## config.mk

```make
export PLATFORM = sky130hd
export DESIGN_NAME = aes_ctrl
export DESIGN_NICKNAME = d
export VERILOG_FILES = /design/src/hw/rtl/aes_pkg.sv /design/src/hw/rtl/aes_ctrl.sv
export SDC_FILE = /design/constraint.sdc
export NUM_CORES = 1
export LEC_CHECK = 0
export ABC_AREA = 0
export BUFFER_PORTS_ARGS = -buffer_cell sky130_fd_sc_hd__buf_2
export CORE_MARGIN = 4
export CORE_UTILIZATION = 35
export DETAILED_ROUTE_END_ITERATION = 7
export GPL_TIMING_DRIVEN = 0
export SLEW_MARGIN = 20
export SYNTH_ARGS = -nofsm -noshare
export SYNTH_HDL_FRONTEND = slang
export SYNTH_SLANG_ARGS = --single-unit
```

## constraint.sdc

```tcl
create_clock -name clk -period 3.3 [get_ports clk]
set_input_delay 0.99 -clock clk [delete_from_list [all_inputs] [get_ports clk]]
set_output_delay 0.99 -clock clk [all_outputs]
set_load 0.03 [all_outputs]
```

## src/hw/rtl/aes_pkg.sv

```systemverilog
// ----------------------------------------------------------------------------
// AES-128 package
// Shared types, command/status structs and byte-level cipher functions.
// ----------------------------------------------------------------------------
package aes_pkg;

    localparam int unsigned NUM_ROUNDS = 10;
    localparam int unsigned CFG_IDX_W  = 3;

    localparam logic [CFG_IDX_W-1:0] REG_KEY_HIGH     = 3'd0;
    localparam logic [CFG_IDX_W-1:0] REG_KEY_LOW      = 3'd1;
    localparam logic [CFG_IDX_W-1:0] REG_IV_HIGH      = 3'd2;
    localparam logic [CFG_IDX_W-1:0] REG_IV_LOW       = 3'd3;
    localparam logic [CFG_IDX_W-1:0] REG_DECRYPT_MODE = 3'd4;
    localparam logic [CFG_IDX_W-1:0] REG_CHAIN_MODE   = 3'd5;

    typedef struct packed {
        logic [63:0] data_high;
        logic [63:0] data_low;
        logic        chain_start;
    } aes_in_t;

    typedef struct packed {
        logic [63:0] out_high;
        logic [63:0] out_low;
    } aes_out_t;

    // Commands from the controller to the datapath.
    typedef struct packed {
        logic       key_load;   // load round key 0 as the schedule walk's seed
        logic       key_step;   // advance the working key one round
        logic       start;      // accept item: whiten and load state
        logic       round;      // perform one middle round
        logic       last;       // perform final round and write result
        logic       pop;        // output register taken
    } aes_cmd_t;

    // Status from the datapath to the controller.
    typedef struct packed {
        logic out_full;
    } aes_sts_t;

    localparam logic [7:0] SBOX [256] = '{
        8'h63,8'h7c,8'h77,8'h7b,8'hf2,8'h6b,8'h6f,8'hc5,8'h30,8'h01,8'h67,8'h2b,8'hfe,8'hd7,8'hab,8'h76,
        8'hca,8'h82,8'hc9,8'h7d,8'hfa,8'h59,8'h47,8'hf0,8'had,8'hd4,8'ha2,8'haf,8'h9c,8'ha4,8'h72,8'hc0,
        8'hb7,8'hfd,8'h93,8'h26,8'h36,8'h3f,8'hf7,8'hcc,8'h34,8'ha5,8'he5,8'hf1,8'h71,8'hd8,8'h31,8'h15,
        8'h04,8'hc7,8'h23,8'hc3,8'h18,8'h96,8'h05,8'h9a,8'h07,8'h12,8'h80,8'he2,8'heb,8'h27,8'hb2,8'h75,
        8'h09,8'h83,8'h2c,8'h1a,8'h1b,8'h6e,8'h5a,8'ha0,8'h52,8'h3b,8'hd6,8'hb3,8'h29,8'he3,8'h2f,8'h84,
        8'h53,8'hd1,8'h00,8'hed,8'h20,8'hfc,8'hb1,8'h5b,8'h6a,8'hcb,8'hbe,8'h39,8'h4a,8'h4c,8'h58,8'hcf,
        8'hd0,8'hef,8'haa,8'hfb,8'h43,8'h4d,8'h33,8'h85,8'h45,8'hf9,8'h02,8'h7f,8'h50,8'h3c,8'h9f,8'ha8,
        8'h51,8'ha3,8'h40,8'h8f,8'h92,8'h9d,8'h38,8'hf5,8'hbc,8'hb6,8'hda,8'h21,8'h10,8'hff,8'hf3,8'hd2,
        8'hcd,8'h0c,8'h13,8'hec,8'h5f,8'h97,8'h44,8'h17,8'hc4,8'ha7,8'h7e,8'h3d,8'h64,8'h5d,8'h19,8'h73,
        8'h60,8'h81,8'h4f,8'hdc,8'h22,8'h2a,8'h90,8'h88,8'h46,8'hee,8'hb8,8'h14,8'hde,8'h5e,8'h0b,8'hdb,
        8'he0,8'h32,8'h3a,8'h0a,8'h49,8'h06,8'h24,8'h5c,8'hc2,8'hd3,8'hac,8'h62,8'h91,8'h95,8'he4,8'h79,
        8'he7,8'hc8,8'h37,8'h6d,8'h8d,8'hd5,8'h4e,8'ha9,8'h6c,8'h56,8'hf4,8'hea,8'h65,8'h7a,8'hae,8'h08,
        8'hba,8'h78,8'h25,8'h2e,8'h1c,8'ha6,8'hb4,8'hc6,8'he8,8'hdd,8'h74,8'h1f,8'h4b,8'hbd,8'h8b,8'h8a,
        8'h70,8'h3e,8'hb5,8'h66,8'h48,8'h03,8'hf6,8'h0e,8'h61,8'h35,8'h57,8'hb9,8'h86,8'hc1,8'h1d,8'h9e,
        8'he1,8'hf8,8'h98,8'h11,8'h69,8'hd9,8'h8e,8'h94,8'h9b,8'h1e,8'h87,8'he9,8'hce,8'h55,8'h28,8'hdf,
        8'h8c,8'ha1,8'h89,8'h0d,8'hbf,8'he6,8'h42,8'h68,8'h41,8'h99,8'h2d,8'h0f,8'hb0,8'h54,8'hbb,8'h16
    };

    function automatic logic [7:0] inv_sbox(input logic [7:0] v);
        logic [7:0] r;
        r = 8'h00;
        for (int i = 0; i < 256; i++)
        begin
            if (SBOX[i] == v)
            begin
                r = 8'(i);
            end
        end
        return r;
    endfunction

    function automatic logic [7:0] xt(input logic [7:0] a);
        return {a[6:0], 1'b0} ^ (a[7] ? 8'h1b : 8'h00);
    endfunction

    // Byte i of the block sits in bits 127-8i .. 120-8i.
    function automatic logic [7:0] get_byte(input logic [127:0] s, input int i);
        return s[127-8*i -: 8];
    endfunction

    function automatic logic [127:0] sub_shift(input logic [127:0] s);
        logic [127:0] t;
        t = '0;
        for (int c = 0; c < 4; c++)
        begin
            for (int r = 0; r < 4; r++)
            begin
                t[127-8*(r+4*c) -: 8] = SBOX[get_byte(s, r + 4*((c+r) & 3))];
            end
        end
        return t;
    endfunction

    function automatic logic [127:0] inv_sub_shift(input logic [127:0] s);
        logic [127:0] t;
        t = '0;
        for (int c = 0; c < 4; c++)
        begin
            for (int r = 0; r < 4; r++)
            begin
                t[127-8*(r+4*((c+r) & 3)) -: 8] = inv_sbox(get_byte(s, r + 4*c));
            end
        end
        return t;
    endfunction

    function automatic logic [127:0] mix(input logic [127:0] s);
        logic [127:0] t;
        logic [7:0] a0, a1, a2, a3;
        t = '0;
        for (int c = 0; c < 4; c++)
        begin
            a0 = get_byte(s, 4*c);
            a1 = get_byte(s, 4*c+1);
            a2 = get_byte(s, 4*c+2);
            a3 = get_byte(s, 4*c+3);
            t[127-32*c -: 32] = {xt(a0) ^ xt(a1) ^ a1 ^ a2 ^ a3,
                                 a0 ^ xt(a1) ^ xt(a2) ^ a2 ^ a3,
                                 a0 ^ a1 ^ xt(a2) ^ xt(a3) ^ a3,
                                 xt(a0) ^ a0 ^ a1 ^ a2 ^ xt(a3)};
        end
        return t;
    endfunction

    // Inverse mix as a pre-step followed by the forward mix.
    function automatic logic [127:0] inv_mix(input logic [127:0] s);
        logic [127:0] t;
        logic [7:0] a0, a1, a2, a3, u, v;
        t = '0;
        for (int c = 0; c < 4; c++)
        begin
            a0 = get_byte(s, 4*c);
            a1 = get_byte(s, 4*c+1);
            a2 = get_byte(s, 4*c+2);
            a3 = get_byte(s, 4*c+3);
            u = xt(xt(a0 ^ a2));
            v = xt(xt(a1 ^ a3));
            t[127-32*c -: 32] = {a0 ^ u, a1 ^ v, a2 ^ u, a3 ^ v};
        end
        return mix(t);
    endfunction

    function automatic logic [127:0] key_fwd(input logic [127:0] k, input logic [7:0] rc);
        logic [31:0] w0, w1, w2, w3, t;
        w0 = k[127:96];
        w1 = k[95:64];
        w2 = k[63:32];
        w3 = k[31:0];
        t = {SBOX[w3[23:16]], SBOX[w3[15:8]], SBOX[w3[7:0]], SBOX[w3[31:24]]};
        t = t ^ {rc, 24'h0};
        w0 = w0 ^ t;
        w1 = w1 ^ w0;
        w2 = w2 ^ w1;
        w3 = w3 ^ w2;
        return {w0, w1, w2, w3};
    endfunction

    // rc is the constant used when producing k from its predecessor.
    function automatic logic [127:0] key_bwd(input logic [127:0] k, input logic [7:0] rc);
        logic [31:0] w0, w1, w2, w3, t;
        w3 = k[31:0] ^ k[63:32];
        w2 = k[63:32] ^ k[95:64];
        w1 = k[95:64] ^ k[127:96];
        t = {SBOX[w3[23:16]], SBOX[w3[15:8]], SBOX[w3[7:0]], SBOX[w3[31:24]]};
        t = t ^ {rc, 24'h0};
        w0 = k[127:96] ^ t;
        return {w0, w1, w2, w3};
    endfunction

    function automatic logic [7:0] inv_xt(input logic [7:0] a);
        return a[0] ? ({1'b0, a[7:1]} ^ 8'h8d) : {1'b0, a[7:1]};
    endfunction

endpackage

```

## src/hw/rtl/aes_ctrl.sv

```systemverilog
// ----------------------------------------------------------------------------
// AES-128 controller
// Sequences key preparation, rounds and output handoff.
// ----------------------------------------------------------------------------
module aes_ctrl
(
    input  logic              clk,
    input  logic              rst_n,
    input  logic              in_valid,
    output logic              in_ready,
    output logic              out_valid,
    input  logic              out_ready,
    input  logic              key_dirty,
    input  aes_pkg::aes_sts_t sts,
    output aes_pkg::aes_cmd_t cmd,
    output logic              key_ack
);
    import aes_pkg::*;

    localparam logic [1:0] ST_IDLE = 2'd0;
    localparam logic [1:0] ST_KEY  = 2'd1;
    localparam logic [1:0] ST_RUN  = 2'd2;

    logic [1:0] state_reg, state_next;
    logic [3:0] cnt_reg, cnt_next;

    always_comb
    begin
        state_next = state_reg;
        cnt_next   = cnt_reg;
        cmd        = '0;
        key_ack    = 1'b0;
        in_ready   = 1'b0;
        cmd.pop    = out_valid && out_ready;
        case (state_reg)
            ST_IDLE:
            begin
                if (key_dirty)
                begin
                    // Walk the schedule once to find the final round key.
                    cmd.key_load = 1'b1;
                    key_ack      = 1'b1;
                    cnt_next     = 4'(NUM_ROUNDS);
                    state_next   = ST_KEY;
                end
                else if (!sts.out_full || out_ready)
                begin
                    in_ready = 1'b1;
                    if (in_valid)
                    begin
                        cmd.start  = 1'b1;
                        cnt_next   = 4'(NUM_ROUNDS - 1);
                        state_next = ST_RUN;
                    end
                end
            end
            ST_KEY:
            begin
                cmd.key_step = 1'b1;
                cnt_next     = cnt_reg - 4'd1;
                if (cnt_reg == 4'd1)
                begin
                    state_next = ST_IDLE;
                end
            end
            ST_RUN:
            begin
                if (cnt_reg == 4'd0)
                begin
                    cmd.last   = 1'b1;
                    state_next = ST_IDLE;
                end
                else
                begin
                    cmd.round = 1'b1;
                    cnt_next  = cnt_reg - 4'd1;
                end
            end
            default:
            begin
                state_next = ST_IDLE;
            end
        endcase
    end

    always_ff @(posedge clk or negedge rst_n)
    begin
        if (!rst_n)
        begin
            state_reg <= ST_IDLE;
            cnt_reg   <= '0;
        end
        else
        begin
            state_reg <= state_next;
            cnt_reg   <= cnt_next;
        end
    end

    assign out_valid = sts.out_full;

`ifndef SYNTH
    a_run_no_accept: assert property (@(posedge clk) disable iff (!rst_n)
        (state_reg != ST_IDLE) |-> !in_ready)
        else $error("input taken while busy");
    a_last_after_run: assert property (@(posedge clk) disable iff (!rst_n)
        cmd.last |=> (state_reg == ST_IDLE))
        else $error("final round did not return to idle");
    a_start_enters_run: assert property (@(posedge clk) disable iff (!rst_n)
        cmd.start |=> (state_reg == ST_RUN) && (cnt_reg == 4'(NUM_ROUNDS - 1)))
        else $error("round count not loaded");
`endif

endmodule

```

# Yosys cells after proc, flatten, opt, wreduce, memory -nomap -nowiden
# Cells that the tools add are included.
[op_classes] n_addsub=1 mul=0 div_mod_pow=0 order_cmp=0 eq_ne=8 n_shift=0 mux=24 bitwise_logic=0 reduce_logical=8
[op_table] cell="$mux W4" count=4
[op_table] cell="$mux W1" count=12
[op_table] cell="$mux W2" count=6
[op_table] cell="$pmux W4 S3" count=1
[op_table] cell="$reduce_and A4 Y1" count=2
[op_table] cell="$ne A2 B2 Y1 const B" count=3
[op_table] cell="$ne A3 B3 Y1 const B" count=2
[op_table] cell="$pmux W2 S3" count=1
[op_table] cell="$eq A4 B1 Y1 const B" count=1
[op_table] cell="$logic_not A4 Y1" count=1
[op_table] cell="$sub A4 B1 Y4 const B" count=1
[op_table] cell="$reduce_bool A3 Y1" count=1
[op_table] cell="$eq A2 B1 Y1 const B" count=1
[op_table] cell="$eq A2 B2 Y1 const B" count=1
[op_table] cell="$logic_not A2 Y1" count=1
[op_table] cell="$logic_and A1 B1 Y1" count=1
[op_table] cell="$logic_not A1 Y1" count=1
[op_table] cell="$logic_or A1 B1 Y1" count=1
[totals] regBits=6 latch_bits=0 mem_bits_rw=0 mem_bits_ro=0 input_bits=6 out_inout_bits=9 elab_cells=43 memories=0

# Longest topological paths before layout
# Gate-level depths: netlist (run 1).
[logic_depth] depth_word=5 depth_mapped=6 mapped_depth_nobuf=6

# Least setup slack after synthesis (run 1)
# OpenSTA, ideal clock, no wires.
[synth_timing] path_kind="input -> output" from="in key_dirty" to="out cmd[5] (netlist bit)" t_arrival_ns=1.741 t_required_ns=2.310 path_slack_ns=0.569 cell_stages=3 path_buffers=1 cell_sequence="inv_1 nor2_1 buf_4"
[synth_between] elab_chain_len=2
[synth_rtl] element="start, declared" line_no="aes_ctrl.sv:13" text="input logic key_dirty,"
[synth_rtl] element="$mux W1 (2 in series)"
[synth_rtl] element="end, declared" line_no="aes_ctrl.sv:15" text="output aes_pkg::aes_cmd_t cmd,"
# Every way passes these cells.

==> results of run 1 <==
cells in the mapped netlist, types with 2 or more instances:
master | count | area share
o22a_1 | 2 | 0.033
a21oi_1 | 2 | 0.019
buf_4 | 2 | 0.028
ha_1 | 6 | 0.14
dfrtp_1 | 6 | 0.28
nor2b_1 | 2 | 0.024
mux2i_1 | 2 | 0.038
inv_1 | 11 | 0.078
nand3_1 | 2 | 0.019
nand2_1 | 3 | 0.021
nor2_1 | 3 | 0.021
cell families (layout without fill, tap and decap cells):
group                      count (synthesis)  after routing
DFF                                        6              6
adders and majority gates                  6              6
AOI/OAI and AO/OA                         12             12
buffers and inverters                     13             30
and+or+nand+nor                           18             18
muxes                                      3              3
per-stage QoR:
stage                     instance area [um^2]  hold slack (ps)  worst slack [ps]  instances
final                                      642              536               685         90
after global routing                       642              566               643         90
after CTS                                  642              537               682         90
after detailed placement                   619              528               688         87
after global placement                     619              519               681         87
after floorplan                            531              488               569         58
area by class of cell:
cell class	instances	area, um^2	share of cell area
Sequential cell	6	150	0.234
Buffer	2	15.0	0.0234
Clock buffer	3	22.5	0.0351
Timing Repair Buffer	14	70.1	0.109
Inverter	11	41.3	0.0643
Multi-Input combinational cell	39	324	0.505
Tap cell	15	18.8	0.0292
routing by layer:
metal,part of all wire,wire [um],track usage,vias up
met1,0.47,470,0.137,196
met5,0,0,0,-
met3,0.051,51,0.0115,2
met2,0.46,464,0.190,10
met4,0.014,14,0.0829,0
li1,-,-,-,232
final timing paths:
check	to	depth (start not counted)	slack (ps)	startpoint
max in group asynchronous	state_reg[0]$_DFFE_PN0P_	1	2600	rst_n
min	cnt_reg[1]$_DFFE_PN0P_	1	540	cnt_reg[1]$_DFFE_PN0P_
max	cmd[3]	5	680	out_ready
max reg2reg	cnt_reg[1]$_DFFE_PN0P_	6	1660	state_reg[0]$_DFFE_PN0P_
min reg2reg	cnt_reg[1]$_DFFE_PN0P_	1	540	cnt_reg[1]$_DFFE_PN0P_
min in group asynchronous	cnt_reg[3]$_DFFE_PN0P_	1	560	rst_n
report_power, final:
group / switching (mW) / internal, mW / leakage, nW
clock: 0.0227 / 0.0409 / 0.0138
combinational: 0.226 / 0.162 / 0.253
sequential: 0.0314 / 0.106 / 0.0713
total: 0.280 / 0.309 / 0.338
==> results.txt, run 1 <==
----------------------------------------------------
[Clocking]
  Number of gates given a new drive strength after cts ... 0
  Sinks on Clock Net ... 6
  CTS H-Tree Depth ... 1
  Post-CTS clock slew at the launch and capture registers of the worst setup and hold paths ... approximately 40 ps
  Root Driver ... clkbuf_4
  Number of clock buffers inserted by TritonCTS ... 3
  Maximum number of buffers from clock root to sink ... 2
  CTS tree ... yes
  Postcts setup bufs ... 0
  Insertion delay of the later-clocked pin in the worst-skew pair ... 240 ps
  Hold buffer count at cts ... 0

[Placement]
  Count of port buffers added during placement ... 14
  Final weighted congestion of routability-driven global placement ... 0.713
  Detail Placement HPWL ... 880 um

[Timing]
  Min cycle time layout ... roughly 2600 ps
  Final hold viol count ... 0
  Setup TNS ... 0 ps
  Part of the cycle the worst path needs ... 0.793
  Skew final ... 2.60 ps
  Relative slew slack ... 0.809
  Highest clock frequency the design can meet ... ~380 MHz
  Worst-margin pin slew ... 286 ps
  Setup repair after global routing missed its margin ... false
  Setup Viol. Count Final ... 0
  Max-slew violation count ... 0

[Synth]
  Total of flip-flops plus latches after synthesis ... 6
  Cell area after synthesis ... 531 um^2
  Post-Syn Area per Cell ... 9.15 um^2
  Synthesized-area fraction occupied by ao, oa, aoi and oai cells ... 0.205
  Adder and majority cell fraction of the synthesized area ... 0.142
  Post-synthesis mux area share ... 0.0590
  Net count after synthesis ... 70
  Post-synth ARST share ... 1.00
  Sequential-to-total area share from yosys stat ... 0.283
  Cells after Synth ... 58
  Cell variety after synth ... 28
  Dominant synthesized flop cell ... dfrtp_1
  Yosys synthesis warning count ... 0
  Xor/xnor share of the synthesized area ... 0
  Post-synth EDFFs ... 0
  Simple-Gate Fraction of Synth Area ... 0.205
  Dominant combinational cell family by area after synthesis ... compound AO/OA/AOI/OAI gates

[Outcome]
  Status ... complete, no violations

[GRT]
  Via count of the first global-routing pass ... around 420
  First-pass GRT wire length ... approximately 1.8 mm
  Largest net degree at the start of global routing ... 8
  Initial antenna violation count ... 0
  Total congestion overflow after global routing ... 0
  Global-route total usage across every layer ... 0.115

[Layout]
  Final cell utilization of the core ... 0.470
  Area added between synthesis and finish ... 21.0%
  # diodes ... 0
  Number of flip-flops under the largest register name ... 4
  Most used cells in the layout excluding fill and tap cells ... buf_2, inv_1, ha_1, dfrtp_1
  Most common cell after layout, fill and taps aside ... buf_2
  Ratio of cells with drive above 1 in the final layout ... 0.320
  Count of filler cells inserted in the layout ... 136
  Final net count ... 89

[Setup path]
  Crit-path leading delay family ... simple AND/OR/NAND/NOR gates
  CP Class ... in -> out
  Slowest stage cell on the critical path ... buf_2
  WP buf/inv ... 2
  Crit-path max FO ... 4
  Critical path's most frequent cell ... buf_2
  Crit end category ... output pin
  Required time of the critical path ... approximately 2300 ps
  Element type at the critical path start ... input port
  Critical-path cell list ... buf_2, nand2b_1, nand2_1, nor2_1, buf_2
  Critical Path Max Stage Delay ... 190 ps
  Worst path arrival time ... 1630 ps

[Power and ir drop]
  Peak ir drop on the vdd network ... 0.415 mV
  Leakage Power ... 0.338 nW
  Power density over the cells ... 918 nW/um^2
  Design Power ... 589 uW

[Drt]
  Number of DRC markers after the initial detailed-route iteration ... 8
  Remaining routing DRC violations ... 0
  Antenna violation net count after detailed routing ... 0
  First-pass detailed-route iteration total ... 4
  Via-per-instance ratio ... ~4.9
  Final routed wirelength across all metal layers ... 1.00 mm
  Routed length per placed instance ... 11.1 um
  Count of vias placed by the detailed router ... 440

[Floorplanning]
  DIE HEIGHT ... 46.9 um
  Area enclosed by the die boundary ... about 2200 um^2
  Standard-cell rows ... 13
  Area of the placeable core ... 1370 um^2
  Die extent in x ... 46.9 um
  Num ports ... 15
  Initial Utilization ... 0.388

[Worst hold path]
  Type of the tightest min-delay check ... reg -> reg

[Flow run]
  Max-cap violations ... 0

----------------------------------------------------
No activity file was read; power rests on OpenSTA's default activity.
==> run 2, diff against run 1 <==
--- a/config.mk
+++ b/config.mk
@@ -5,7 +5,7 @@
 export SDC_FILE = /design/constraint.sdc
 export NUM_CORES = 1
 export LEC_CHECK = 0
-export ABC_AREA = 0
+export ABC_AREA = 1
 export BUFFER_PORTS_ARGS = -buffer_cell sky130_fd_sc_hd__buf_2
 export CORE_MARGIN = 4
 export CORE_UTILIZATION = 35
==> constraint.sdc (replaced) <==
create_clock -name clk -period 2.6 [get_ports clk]
set_input_delay 0.78 -clock clk [delete_from_list [all_inputs] [get_ports clk]]
set_output_delay 0.78 -clock clk [all_outputs]
set_load 0.03 [all_outputs]
==> results.txt, run 2 <==
----------------------------------------------------
[Synth]
  Dominant synthesized flop cell ... dfrtp_1
  Largest area contributor in the synthesized netlist ... dfrtp_1
  Yosys synthesis warning count ... 0 (unchanged)
  Area share of the largest cell type after synthesis ... 0.278 (-0.00524)
  Sequential-to-total area share from yosys stat ... 0.278 (-0.00524)
  Count leader, synth ... nand2_1
  Cell variety after synth ... 17 (-39%)
  Net count after synthesis ... 90 (+29%)
  Post-synth EDFFs ... 0 (unchanged)
  Post-synth ARST share ... 1.00 (unchanged)
  Cells after Synth ... 78 (+34%)
  Area contributors post-synth ... dfrtp_1, nand2_1, ha_1
  Cell area after synthesis ... 541 um^2 (+1.9%)
  Most numerous cell types in the synthesized netlist ... nand2_1, inv_1, dfrtp_1, ha_1, nand4_1
  Post-Syn Area per Cell ... 6.93 um^2 (-24%)
  Total of flip-flops plus latches after synthesis ... 6 (unchanged)

[GRT]
  Initial antenna violation count ... 0 (unchanged)
  Total congestion overflow after global routing ... 0 (unchanged)
  Via count of the first global-routing pass ... 449 (+6.7%)
  Largest net degree at the start of global routing ... 7 (-1)
  Global-route total usage across every layer ... 0.116 (+0.000929)
  First-pass GRT wire length ... 1.74 mm (-1.6%)

[Clocking]
  Hold buffer count at cts ... 0 (unchanged)
  CTS tree ... yes
  Maximum number of buffers from clock root to sink ... 2 (unchanged)
  Sinks on Clock Net ... 6 (unchanged)
  CTS H-Tree Depth ... 1 (unchanged)
  Root Driver ... clkbuf_4
  Postcts setup bufs ... 0 (unchanged)
  Number of clock buffers inserted by TritonCTS ... 3 (unchanged)
  Post-CTS clock slew at the launch and capture registers of the worst setup and hold paths ... 40 ps (about the same)
  Number of gates given a new drive strength after cts ... 0 (unchanged)
  Insertion delay of the later-clocked pin in the worst-skew pair ... 230 ps (about the same)

[Timing]
  Highest clock frequency the design can meet ... roughly 460 MHz
  Relative slew slack ... 0.896 (+0.0861)
  Setup TNS ... 0 ps (unchanged)
  Part of the cycle the worst path needs ... 0.831
  Final-layout worst hold slack ... 355 ps (-181 ps)
  Final hold viol count ... 0 (unchanged)
  Max-slew violation count ... 0 (unchanged)
  Worst-margin pin slew ... 157 ps (-129 ps)
  Skew final ... 0.479 ps (-2.13 ps)
  Setup Viol. Count Final ... 0 (unchanged)
  Min cycle time layout ... 2160 ps
  Setup repair after global routing missed its margin ... false

[Drt]
  Number of DRC markers after the initial detailed-route iteration ... 10 (+2)
  Remaining routing DRC violations ... 0 (unchanged)
  Final routed wirelength across all metal layers ... 1.01 mm (+0.80%)
  Routed length per placed instance ... 9.17 um (-18%)
  First-pass detailed-route iteration total ... 4 (unchanged)
  Count of vias placed by the detailed router ... 485 (+10%)
  Via-per-instance ratio ... 4.41 (-9.8%)
  Antenna violation net count after detailed routing ... 0 (unchanged)

[Layout]
  # diodes ... 0 (unchanged)
  Multi-input gate area ... 319 um^2 (-1.5%)
  Count of filler cells inserted in the layout ... 133 (-2.2%)
  Area added between synthesis and finish ... 20.6%
  Most common cell after layout, fill and taps aside ... nand2_1
  Post-layout instance area ... 652 um^2 (+1.6%)
  Number of flip-flops under the largest register name ... 4 (unchanged)
  Non-filler instance count after layout ... 110 (+22%)
  Most used cells in the layout excluding fill and tap cells ... nand2_1, inv_1, buf_2, ha_1, dfrtp_1
  Ratio of cells with drive above 1 in the final layout ... 0.295 (-0.0253)
  Final net count ... 109 (+22%)
  Total area of sequential cells ... 150 um^2 (unchanged)

[Power and ir drop]
  Power density over the cells ... 1140 nW/um^2 (+25%)
  Leakage Power ... 0.420 nW (+24%)
  Peak ir drop on the vdd network ... 0.523 mV (+26%)

[Floorplanning]
  Area enclosed by the die boundary ... 2240 um^2 (+1.6%)
  Die extent in x ... 47.3 um (+0.79%)
  DIE HEIGHT ... 47.3 um (+0.79%)
  Initial Utilization ... 0.391 (+0.00267)
  Standard-cell rows ... 13 (unchanged)
  Num ports ... 15 (unchanged)
  Area of the placeable core ... 1380 um^2 (+1.2%)

[Setup path]
  Element type at the critical path start ... input port
  Crit end category ... output pin
  CP Class ... in -> out
  Reg2reg start ... cnt_reg[0]$_DFFE_PN0P_
  Worst path arrival time ... 1380 ps (-250 ps)
  End of the worst register-to-register path ... cnt_reg[2]$_DFFE_PN0P_
  R2R setup slack ... 1280 ps (-380 ps)
  Crit-path max FO ... 4 (unchanged)
  Required time of the critical path ... 1820 ps (-490 ps)
  Depth of the worst register-to-register path ... 7 (+1)

[Placement]
  Post-Place Cell Area ... 629 um^2 (+1.6%)
  Count of port buffers added during placement ... 14 (unchanged)
  Detail Placement HPWL ... 881 um (+0.16%)
  Cell Count Post-Placement ... 107 (+23%)
  Final weighted congestion of routability-driven global placement ... 0.763 (+7.1%)

[Outcome]
  Status ... complete, no violations

[Worst hold path]
  Type of the tightest min-delay check ... in -> async

[Flow run]
  Max-cap violations ... 0 (unchanged)

----------------------------------------------------
run 2: cell type report:
type / count / area share
Buffer: 2 / 0.0230
Clock buffer: 3 / 0.0345
Inverter: 15 / 0.0864
Multi-Input combinational cell: 55 / 0.489
Sequential cell: 6 / 0.230
Tap cell: 15 / 0.0288
Timing Repair Buffer: 14 / 0.107
run 2: critical path: stages:
cell and delay (ps):
buf_2 120, nand2_1 80, nand2_1 110, nor2_1 100, buf_2 200
run 2: cells by family after synthesis:
family          share of synthesized area
fa+ha+maj                           0.139
compound gates                     0.0463
flops                               0.278
simple gates                        0.405
buf+inv                             0.132
run 2: worst max-delay path by stage:
| stage | startpoint | to | slack, ps | cells past startpoint |
|---|---|---|---|---|
| 2_1_floorplan | out_ready | cmd[3] | 420 | 4 |
| 3_3_place_gp | sts | cmd[3] | 440 | 5 |
| 3_5_place_dp | sts | cmd[3] | 430 | 5 |
| 4_1_cts | sts | cmd[3] | 430 | 5 |
| 5_1_grt | cnt_reg[0]$_DFFE_PN0P_ | cmd[1] | 330 | 5 |
| 6_report | sts | cmd[3] | 440 | 5 |
run 2: power breakdown:
part / switching (mW) / internal (mW) / total, mW
sequential: 0.0380 / 0.137 / 0.175
combinational: 0.317 / 0.174 / 0.492
clock: 0.0270 / 0.0518 / 0.0788
total: 0.382 / 0.363 / 0.746
run 2: metal layers:
metal  global-route usage  up-vias  routed length, um
li1                     -      271                  -
met1                0.150      200                510
met2                0.158       14                427
met3               0.0268        0                 72
met4               0.0994        0                  0
met5                    0        -                  0
run 2: metrics by stage:
stage	setup WS [ps]	power, mW	utilization
floorplan	422	0.567	-
global route	331	0.841	0.471
finish	439	0.746	0.471
global placement	443	0.673	0.455
CTS	428	0.760	0.471
detailed placement	428	0.675	0.455
